--- src/hw/rtl/pcm_pkg.sv ---
// Shared types and constants of the pixel compositor.
`default_nettype none
package pcm_pkg;

	// Pixel and lane widths.
	localparam int PixelWidth = 32;
	localparam int LaneWidth  = 8;
	localparam int NumLanes   = PixelWidth / LaneWidth;

	// Configuration port.
	localparam int CfgIndexWidth = 2;
	localparam int CfgDataWidth  = 32;

	typedef enum logic [CfgIndexWidth-1:0] {
		CFG_MODE        = 2'd0,
		CFG_BLEND_LEVEL = 2'd1,
		CFG_FADE_COLOR  = 2'd2
	} cfg_index_t;

	// Compositing modes as written to the mode register.
	typedef enum logic [2:0] {
		MODE_MULTIPLY    = 3'd0,
		MODE_CONST_BLEND = 3'd1,
		MODE_ALPHA_BLEND = 3'd2,
		MODE_COLOR_FADE  = 3'd3,
		MODE_INVERT      = 3'd4
	} mode_t;

	// Per-lane operation carried down the pipeline.
	typedef enum logic [2:0] {
		OP_MUL  = 3'd0,
		OP_MIX  = 3'd1,
		OP_FADE = 3'd2,
		OP_INV  = 3'd3,
		OP_PASS = 3'd4
	} op_t;

	// Control that a lane needs for one pixel.
	typedef struct packed {
		op_t                  op;
		logic [LaneWidth-1:0] wt;
	} lane_ctrl_t;

	// Stage advance strobes handed to the lanes.
	typedef struct packed {
		logic en_s2;
		logic en_s3;
	} stage_en_t;

	localparam logic [LaneWidth-1:0] LaneMax    = 8'hff;
	localparam logic [LaneWidth:0]   WeightFull = 9'd256;
	localparam int                   AlphaLsb   = 24;

endpackage
`default_nettype wire

--- src/hw/rtl/pcm_cfg_regs.sv ---
// Configuration registers of the pixel compositor.
`default_nettype none
module pcm_cfg_regs (
	input  wire logic                                clk,
	input  wire logic                                arst_n,
	input  wire logic                                cfg_we,
	input  wire logic [pcm_pkg::CfgIndexWidth-1:0]   cfg_index,
	input  wire logic [pcm_pkg::CfgDataWidth-1:0]    cfg_data,
	output pcm_pkg::mode_t                           mode,
	output logic [pcm_pkg::LaneWidth-1:0]            blend_level,
	output logic [pcm_pkg::PixelWidth-1:0]           fade_color
);

	logic [2:0]                        mode_q;
	logic [pcm_pkg::LaneWidth-1:0]     blend_level_q;
	logic [pcm_pkg::PixelWidth-1:0]    fade_color_q;

	// Register writes; an index past the list is dropped.
	always_ff @(posedge clk or negedge arst_n) begin
		if (!arst_n) begin
			mode_q        <= '0;
			blend_level_q <= '0;
			fade_color_q  <= '0;
		end else if (cfg_we) begin
			unique case (pcm_pkg::cfg_index_t'(cfg_index))
				pcm_pkg::CFG_MODE:        mode_q        <= cfg_data[2:0];
				pcm_pkg::CFG_BLEND_LEVEL: blend_level_q <= cfg_data[pcm_pkg::LaneWidth-1:0];
				pcm_pkg::CFG_FADE_COLOR:  fade_color_q  <= cfg_data[pcm_pkg::PixelWidth-1:0];
				default: ;
			endcase
		end
	end

	assign mode        = pcm_pkg::mode_t'(mode_q);
	assign blend_level = blend_level_q;
	assign fade_color  = fade_color_q;

endmodule
`default_nettype wire

--- src/hw/rtl/pcm_lane.sv ---
// One byte lane: operand selection and products, then combine and clamp.
`default_nettype none
module pcm_lane (
	input  wire logic                            clk,
	input  wire pcm_pkg::stage_en_t              en,
	input  wire pcm_pkg::lane_ctrl_t             ctrl,
	input  wire logic [pcm_pkg::LaneWidth-1:0]   d,
	input  wire logic [pcm_pkg::LaneWidth-1:0]   s,
	input  wire logic [pcm_pkg::LaneWidth-1:0]   c,
	output logic [pcm_pkg::LaneWidth-1:0]        result
);

	logic [pcm_pkg::LaneWidth-1:0] x0, x1, y1;
	logic [pcm_pkg::LaneWidth:0]   y0;
	logic [15:0]                   prod0;
	logic [15:0]                   prod1;
	logic [15:0]                   p0_s2, p1_s2;
	logic                          fade_s2;
	logic [15:0]                   sum_mix;
	logic [8:0]                    sum_fade;
	logic [pcm_pkg::LaneWidth-1:0] lane_res;
	logic [pcm_pkg::LaneWidth-1:0] result_s3;

	// Pick the two products that the operation needs.
	always_comb begin
		x0 = d;
		y0 = pcm_pkg::WeightFull;
		x1 = '0;
		y1 = '0;
		case (ctrl.op)
			pcm_pkg::OP_MUL: begin
				y0 = {1'b0, s};
			end
			pcm_pkg::OP_MIX: begin
				y0 = pcm_pkg::WeightFull - {1'b0, ctrl.wt};
				x1 = s;
				y1 = ctrl.wt;
			end
			pcm_pkg::OP_FADE: begin
				y0 = {1'b0, pcm_pkg::LaneMax - ctrl.wt};
				x1 = c;
				y1 = ctrl.wt;
			end
			pcm_pkg::OP_INV: begin
				x0 = pcm_pkg::LaneMax - d;
				y0 = {1'b0, ctrl.wt};
				x1 = d;
				y1 = pcm_pkg::LaneMax - ctrl.wt;
			end
			default: ;
		endcase
	end

	assign prod0 = 16'(x0) * 16'(y0);
	assign prod1 = 16'(x1) * 16'(y1);

	// Stage 2: products. The largest first product is 255 * 256 and fits 16 bits.
	always_ff @(posedge clk) begin
		if (en.en_s2) begin
			p0_s2   <= prod0;
			p1_s2   <= prod1;
			fade_s2 <= (ctrl.op == pcm_pkg::OP_FADE);
		end
	end

	// Fade scales each term on its own and saturates; the rest scale the sum.
	assign sum_mix  = p0_s2 + p1_s2;
	assign sum_fade = {1'b0, p0_s2[15:8]} + {1'b0, p1_s2[15:8]};

	always_comb begin
		if (fade_s2) begin
			lane_res = sum_fade[8] ? pcm_pkg::LaneMax : sum_fade[7:0];
		end else begin
			lane_res = sum_mix[15:8];
		end
	end

	// Stage 3: lane result.
	always_ff @(posedge clk) begin
		if (en.en_s3) begin
			result_s3 <= lane_res;
		end
	end

	assign result = result_s3;

endmodule
`default_nettype wire

--- src/hw/rtl/pixel_compositor_modes.sv ---
// Top level of the four-lane RGBA pixel compositor.
//
//  channel  dir  handshake             payload
//  s        in   s_tvalid / s_tready   s_tdata: dest_pixel [31:0], src_pixel [63:32]
//  m        out  m_tvalid / m_tready   m_tdata: result_pixel [31:0]
//  cfg      in   cfg_we                cfg_index, cfg_data (mode, blend_level, fade_color)
//
// One pixel per clock while m_tready is high; a pixel passes stages 1 to 3 in order.
// Stage 1 registers the pixel and forms the blend weight (one 8x8 multiply),
// stage 2 forms an 8x9 and an 8x8 product per lane, stage 3 combines them into m_tdata.
// Each stage moves when the one after it is empty or moving, so bubbles close
// up and a stalled m side holds every word in place.
// Reset clears only the valid bits and the config registers; no clearing pass is needed.
`default_nettype none
module pixel_compositor_modes (
	input  wire logic                              clk,
	input  wire logic                              arst_n,
	input  wire logic                              s_tvalid,
	output logic                                   s_tready,
	input  wire logic [63:0]                       s_tdata,  // dest_pixel, src_pixel
	output logic                                   m_tvalid,
	input  wire logic                              m_tready,
	output logic [31:0]                            m_tdata,  // result_pixel
	input  wire logic                              cfg_we,
	input  wire logic [pcm_pkg::CfgIndexWidth-1:0] cfg_index,
	input  wire logic [pcm_pkg::CfgDataWidth-1:0]  cfg_data
);

	localparam int LW = pcm_pkg::LaneWidth;
	localparam int PW = pcm_pkg::PixelWidth;

	pcm_pkg::mode_t      mode;
	logic [LW-1:0]       blend_level;
	logic [PW-1:0]       fade_color;

	logic                valid_s1, valid_s2, valid_s3;
	logic                en_s1;
	pcm_pkg::stage_en_t  stage_en;
	logic [PW-1:0]       d_s1, s_s1;
	pcm_pkg::op_t        op_s1;
	logic [LW-1:0]       wt_s1;
	pcm_pkg::op_t        op_in;
	logic [LW-1:0]       wt_in;
	logic [LW-1:0]       src_alpha;
	logic [2*LW-1:0]     alpha_prod;
	logic [PW-1:0]       result;

	pcm_cfg_regs u_cfg (
		.clk         (clk),
		.arst_n      (arst_n),
		.cfg_we      (cfg_we),
		.cfg_index   (cfg_index),
		.cfg_data    (cfg_data),
		.mode        (mode),
		.blend_level (blend_level),
		.fade_color  (fade_color)
	);

	// Stage advance: a stage loads when it is empty or its word moves on.
	assign stage_en.en_s3 = !valid_s3 || m_tready;
	assign stage_en.en_s2 = !valid_s2 || stage_en.en_s3;
	assign en_s1          = !valid_s1 || stage_en.en_s2;
	assign s_tready       = en_s1;

	// Operation and weight for the incoming pixel.
	assign src_alpha  = s_tdata[PW+pcm_pkg::AlphaLsb +: LW];
	assign alpha_prod = 16'(src_alpha) * 16'(blend_level);

	always_comb begin
		op_in = pcm_pkg::OP_PASS;
		wt_in = blend_level;
		unique case (mode)
			pcm_pkg::MODE_MULTIPLY:    op_in = pcm_pkg::OP_MUL;
			pcm_pkg::MODE_CONST_BLEND: op_in = pcm_pkg::OP_MIX;
			pcm_pkg::MODE_ALPHA_BLEND: begin
				// Zero level keeps the destination; full level uses source alpha.
				if (blend_level == '0) begin
					op_in = pcm_pkg::OP_PASS;
				end else begin
					op_in = pcm_pkg::OP_MIX;
					wt_in = (blend_level == pcm_pkg::LaneMax) ? src_alpha
					                                          : alpha_prod[2*LW-1:LW];
				end
			end
			pcm_pkg::MODE_COLOR_FADE:  op_in = pcm_pkg::OP_FADE;
			pcm_pkg::MODE_INVERT:      op_in = pcm_pkg::OP_INV;
			default:                   op_in = pcm_pkg::OP_PASS;
		endcase
	end

	// Stage 1 data.
	always_ff @(posedge clk) begin
		if (en_s1) begin
			d_s1  <= s_tdata[PW-1:0];
			s_s1  <= s_tdata[2*PW-1:PW];
			op_s1 <= op_in;
			wt_s1 <= wt_in;
		end
	end

	// Valid bits travel with the words.
	always_ff @(posedge clk or negedge arst_n) begin
		if (!arst_n) begin
			valid_s1 <= 1'b0;
			valid_s2 <= 1'b0;
			valid_s3 <= 1'b0;
		end else begin
			if (en_s1) begin
				valid_s1 <= s_tvalid;
			end
			if (stage_en.en_s2) begin
				valid_s2 <= valid_s1;
			end
			if (stage_en.en_s3) begin
				valid_s3 <= valid_s2;
			end
		end
	end

	// Four byte lanes; invert leaves the alpha lane as it is.
	for (genvar k = 0; k < pcm_pkg::NumLanes; k++) begin : g_lane
		pcm_pkg::lane_ctrl_t ctrl;

		always_comb begin
			ctrl.wt = wt_s1;
			ctrl.op = op_s1;
			if (k == pcm_pkg::NumLanes - 1 && op_s1 == pcm_pkg::OP_INV) begin
				ctrl.op = pcm_pkg::OP_PASS;
			end
		end

		pcm_lane u_lane (
			.clk    (clk),
			.en     (stage_en),
			.ctrl   (ctrl),
			.d      (d_s1[k*LW +: LW]),
			.s      (s_s1[k*LW +: LW]),
			.c      (fade_color[k*LW +: LW]),
			.result (result[k*LW +: LW])
		);
	end

	assign m_tvalid = valid_s3;
	assign m_tdata  = result;

	// The input side only waits when every stage is full and the output stalls.
	a_ready_only_when_full: assert property (@(posedge clk) disable iff (!arst_n)
		!s_tready |-> (valid_s1 && valid_s2 && valid_s3 && !m_tready))
		else $error("input stalled with room in the pipeline");

	// An accepted word lands in stage 1.
	a_accept_fills_s1: assert property (@(posedge clk) disable iff (!arst_n)
		(s_tvalid && s_tready) |=> valid_s1)
		else $error("accepted word lost at stage 1");

	// A word in stage 2 moves to stage 3 when stage 3 advances.
	a_s2_to_s3: assert property (@(posedge clk) disable iff (!arst_n)
		(valid_s2 && stage_en.en_s3) |=> valid_s3)
		else $error("word lost between stage 2 and stage 3");

	// A blocked stage 1 word keeps its data.
	a_s1_holds: assert property (@(posedge clk) disable iff (!arst_n)
		(valid_s1 && !stage_en.en_s2) |=> (valid_s1 && $stable(d_s1) && $stable(s_s1)))
		else $error("stage 1 word changed while blocked");

endmodule
`default_nettype wire

--- config.mk ---
export PLATFORM = sky130hd
export DESIGN_NAME = pixel_compositor_modes
export DESIGN_NICKNAME = d
export VERILOG_FILES = /design/src/hw/rtl/pcm_pkg.sv /design/src/hw/rtl/pcm_cfg_regs.sv /design/src/hw/rtl/pcm_lane.sv /design/src/hw/rtl/pixel_compositor_modes.sv
export SDC_FILE = /design/constraint.sdc
export NUM_CORES = 2
export LEC_CHECK = 0
export ABC_AREA = 1
export BUFFER_PORTS_ARGS = -buffer_cell sky130_fd_sc_hd__buf_2
export CAP_MARGIN = 40
export CORE_MARGIN = 5
export CORE_UTILIZATION = 25
export CTS_BUF_LIST = sky130_fd_sc_hd__clkbuf_8
export DETAILED_ROUTE_END_ITERATION = 8
export PLACE_DENSITY_LB_ADDON = 0.3
export SKIP_LAST_GASP = 1
export SYNTH_ARGS = -nofsm -noshare
export SYNTH_HDL_FRONTEND = slang
export SYNTH_SLANG_ARGS = --single-unit
--- constraint.sdc ---
create_clock -name clk -period 11.54 [get_ports clk]
set_clock_uncertainty 0.2 [all_clocks]
set_input_delay 1.154 -clock clk [delete_from_list [all_inputs] [get_ports clk]]
set_output_delay 1.154 -clock clk [all_outputs]
set_load 0.05 [all_outputs]
==> metrics.txt <==
status=finished with violations; failing checks=DRC; most common cell after layout, fill and taps aside=inv_1; post-synthesis mux area share=0.00731; Main synth FF type=edfxtp_1; Clock transition at path regs=0.08 ns; Die Wd=378 um; Avg Cell Area, Syn=8.29 um^2; Core Region=135000 um^2; EDFF count, synth=237; XOR/XNOR Fraction of Synth Area=0.0297; row count=135; multi-input logic area=22200 um^2; vias per cell=4.49; CTS max path bufs=3; slew at the pin closest to its max-slew limit=0.996 ns; PostCTS Resize Cnt=0; first drt pass iteration count=8; gr usage total=0.146; Die Area=143000 um^2; synth top area cells=edfxtp_1, fa_1, ha_1, inv_1, nand2_1; starting DRC count in detailed routing=1783; share of synthesized registers carrying an async set or reset=0.163; clk_lat worst skew=0.74 ns; WL final=103 mm; cts hold-fix bufs=0; Buffers on Ports=136; Final Max Slew Viols=0; Yosys cell types=46; Post-Synthesis Cells=4086; initial antenna violation count=10; #FFs+latches synth=283; Syn Std Cell Area=33900 um^2; RSZ-0062 raised after global routing=no; Reg area=8270 um^2; gp weighted congestion=0.892; Synth top area share=0.210; num ports=137; HP Class=reg2reg; Final Hold Viols=0; post-route clock period utilization=0.533; Yosys warnings=0; die extent in y=378 um; Fill cells=14800; fraction of layout instances using a drive strength above 1=0.0774; max-cap viol count=0; TNS Setup=0 ns; Worst setup SP type=register; simple-gate area share of the yosys netlist=0.187; # clock sinks=283; global-route wire length before repair=161 mm; H-tree Lvls=2; Final nets=5115; Worst EP arrival=6.42 ns; cts bufs inserted=57; most frequent cells in the layout=inv_1, nand2_1, nor2_1, ha_1, fa_1; sequential-to-total area share from yosys stat=0.244; Slew headroom=0.336; Crit Path Max Fanout=19; Layout area overhead=12.3%; fmax=0.163 GHz; Adder-Cell Fraction of Synth Area=0.356; dominant cell type by area after synthesis=edfxtp_1; CP endpoint kind=register; CTS root buf=clkbuf_8; Compound-Gate Fraction of Synth Area=0.0725; GRT Residual Overflow=0; wire per inst=17.0 um; Critical Path RT=11.81 ns; # DRC=4; Setup CP Type=reg2reg; postcts setup bufs=0; final setup fails=0; Final ANT Viol Nets=0; via count=27400; HPWL after DPL=85.0 mm; main combinational cell family by area after synthesis=adder cells; CTS tree=built; Tmin final=6.15 ns; vias in the first global route=28000; largest net degree at the start of global routing=67; Starting Density=0.251
[synthesized netlist by cell type, types with 3 or more instances]
cell / n
fa_1: 347
o21a_1: 4
a21oi_2: 10
nand3_1: 170
buf_2: 14
o21bai_1: 17
o211ai_1: 4
or2_2: 5
nor3_1: 29
a31oi_1: 16
nor2_1: 474
xor2_1: 80
nor3b_1: 4
inv_1: 854
a21o_1: 5
a31oi_2: 17
o21ai_1: 3
nand4_1: 26
dfrtp_1: 46
o21ai_0: 141
nand2_1: 835
a221oi_2: 4
nor2_2: 5
or2_1: 3
a21oi_1: 183
mux2_2: 22
buf_4: 7
clkbuf_1: 33
nand3b_1: 16
ha_1: 410
inv_2: 11
a221oi_1: 3
xnor2_1: 35
edfxtp_1: 237
a21oi_4: 3
[cells by family (layout without fill, tap and decap cells)]
logic type	Yosys count	in the layout
adder cells (fa/ha/maj)	757	757
AND/OR/NAND/NOR	1571	1571
flip-flops	283	283
multiplexers	22	22
AO/OA/AOI/OAI	417	417
buffers and inverters	920	1131
other	1	11
XOR/XNOR	115	115
[registers in the layout, summed over array words and instances (netlist names)]
signal and count:
g_lane.u_lane.p1_s2 64, u_cfg.mode 3, wt_s1 8, valid_s1 1, u_cfg.fade_color 32, s_s1 32
op_s1 3, g_lane.u_lane.fade_s2 2, g_lane.u_lane.result 32, g_lane.u_lane.p0_s2 64, u_cfg.blend_level 8, d_s1 32
valid_s2 1, m_tvalid 1
[critical path, stage by stage, from the launching register on]
cell and delay (ns):
edfxtp_1 0.47, inv_2 0.13, nand2_1 0.11, nor2_4 0.45
buf_16 0.23, inv_2 0.09, nor2_1 0.12, a21oi_1 0.10
o211ai_1 0.26, inv_1 0.26, nor2_1 0.19, fa_1 0.45
ha_1 0.30, inv_1 0.06, fa_1 0.50, inv_1 0.06
fa_1 0.44, ha_1 0.37, nand2_1 0.09, o21ai_0 0.45
a21oi_1 0.19, xnor2_1 0.41
[path summary, 6_finish.rpt]
path / start / to / slack (ns) / cells after the start
max in group asynchronous: arst_n / u_cfg.fade_color[0] / 10.14 / 2
max: op_s1[2] / g_lane[1].u_lane.p0_s2[11] / 5.39 / 21
min: valid_s2 / m_tvalid / 0.23 / 2
max reg2reg: op_s1[2] / g_lane[1].u_lane.p0_s2[11] / 5.39 / 21
min reg2reg: valid_s2 / m_tvalid / 0.23 / 2
min in group asynchronous: arst_n / u_cfg.fade_color[29] / 0.41 / 2
[routing by layer]
metal	GRT usage	wire (um)	vias up
met4	0.0426	2980	0
met5	0	0	-
met2	0.230	45400	735
met3	0.0364	7960	147
met1	0.198	47100	13300
li1	-	-	13200
[through the flow]
step	setup slack, ns	cell area (um^2)	hold WS (ns)	cells	util
final	5.39	38100	0.225	6088	0.282
after detailed placement	5.49	36800	0.244	5977	0.273
after global placement	5.24	36700	0.253	5971	0.272
after CTS	5.55	38100	0.226	6085	0.282
after global routing	5.08	38100	0.246	6087	0.282
after floorplan	6.18	33900	0.223	4093	-
[final cells by class]
cell class / instances / share of cell area
Timing Repair Buffer: 157 / 0.0238
Clock buffer: 58 / 0.0210
Inverter: 866 / 0.0855
Antenna cell: 3 / 0.000197
Multi-Input combinational cell: 2890 / 0.583
Clock inverter: 50 / 0.0112
Sequential cell: 283 / 0.217
Tap cell: 1781 / 0.0585
Power is not shown: default switching activity piles up to over one toggle a cycle in this logic, so the estimate is an artifact.
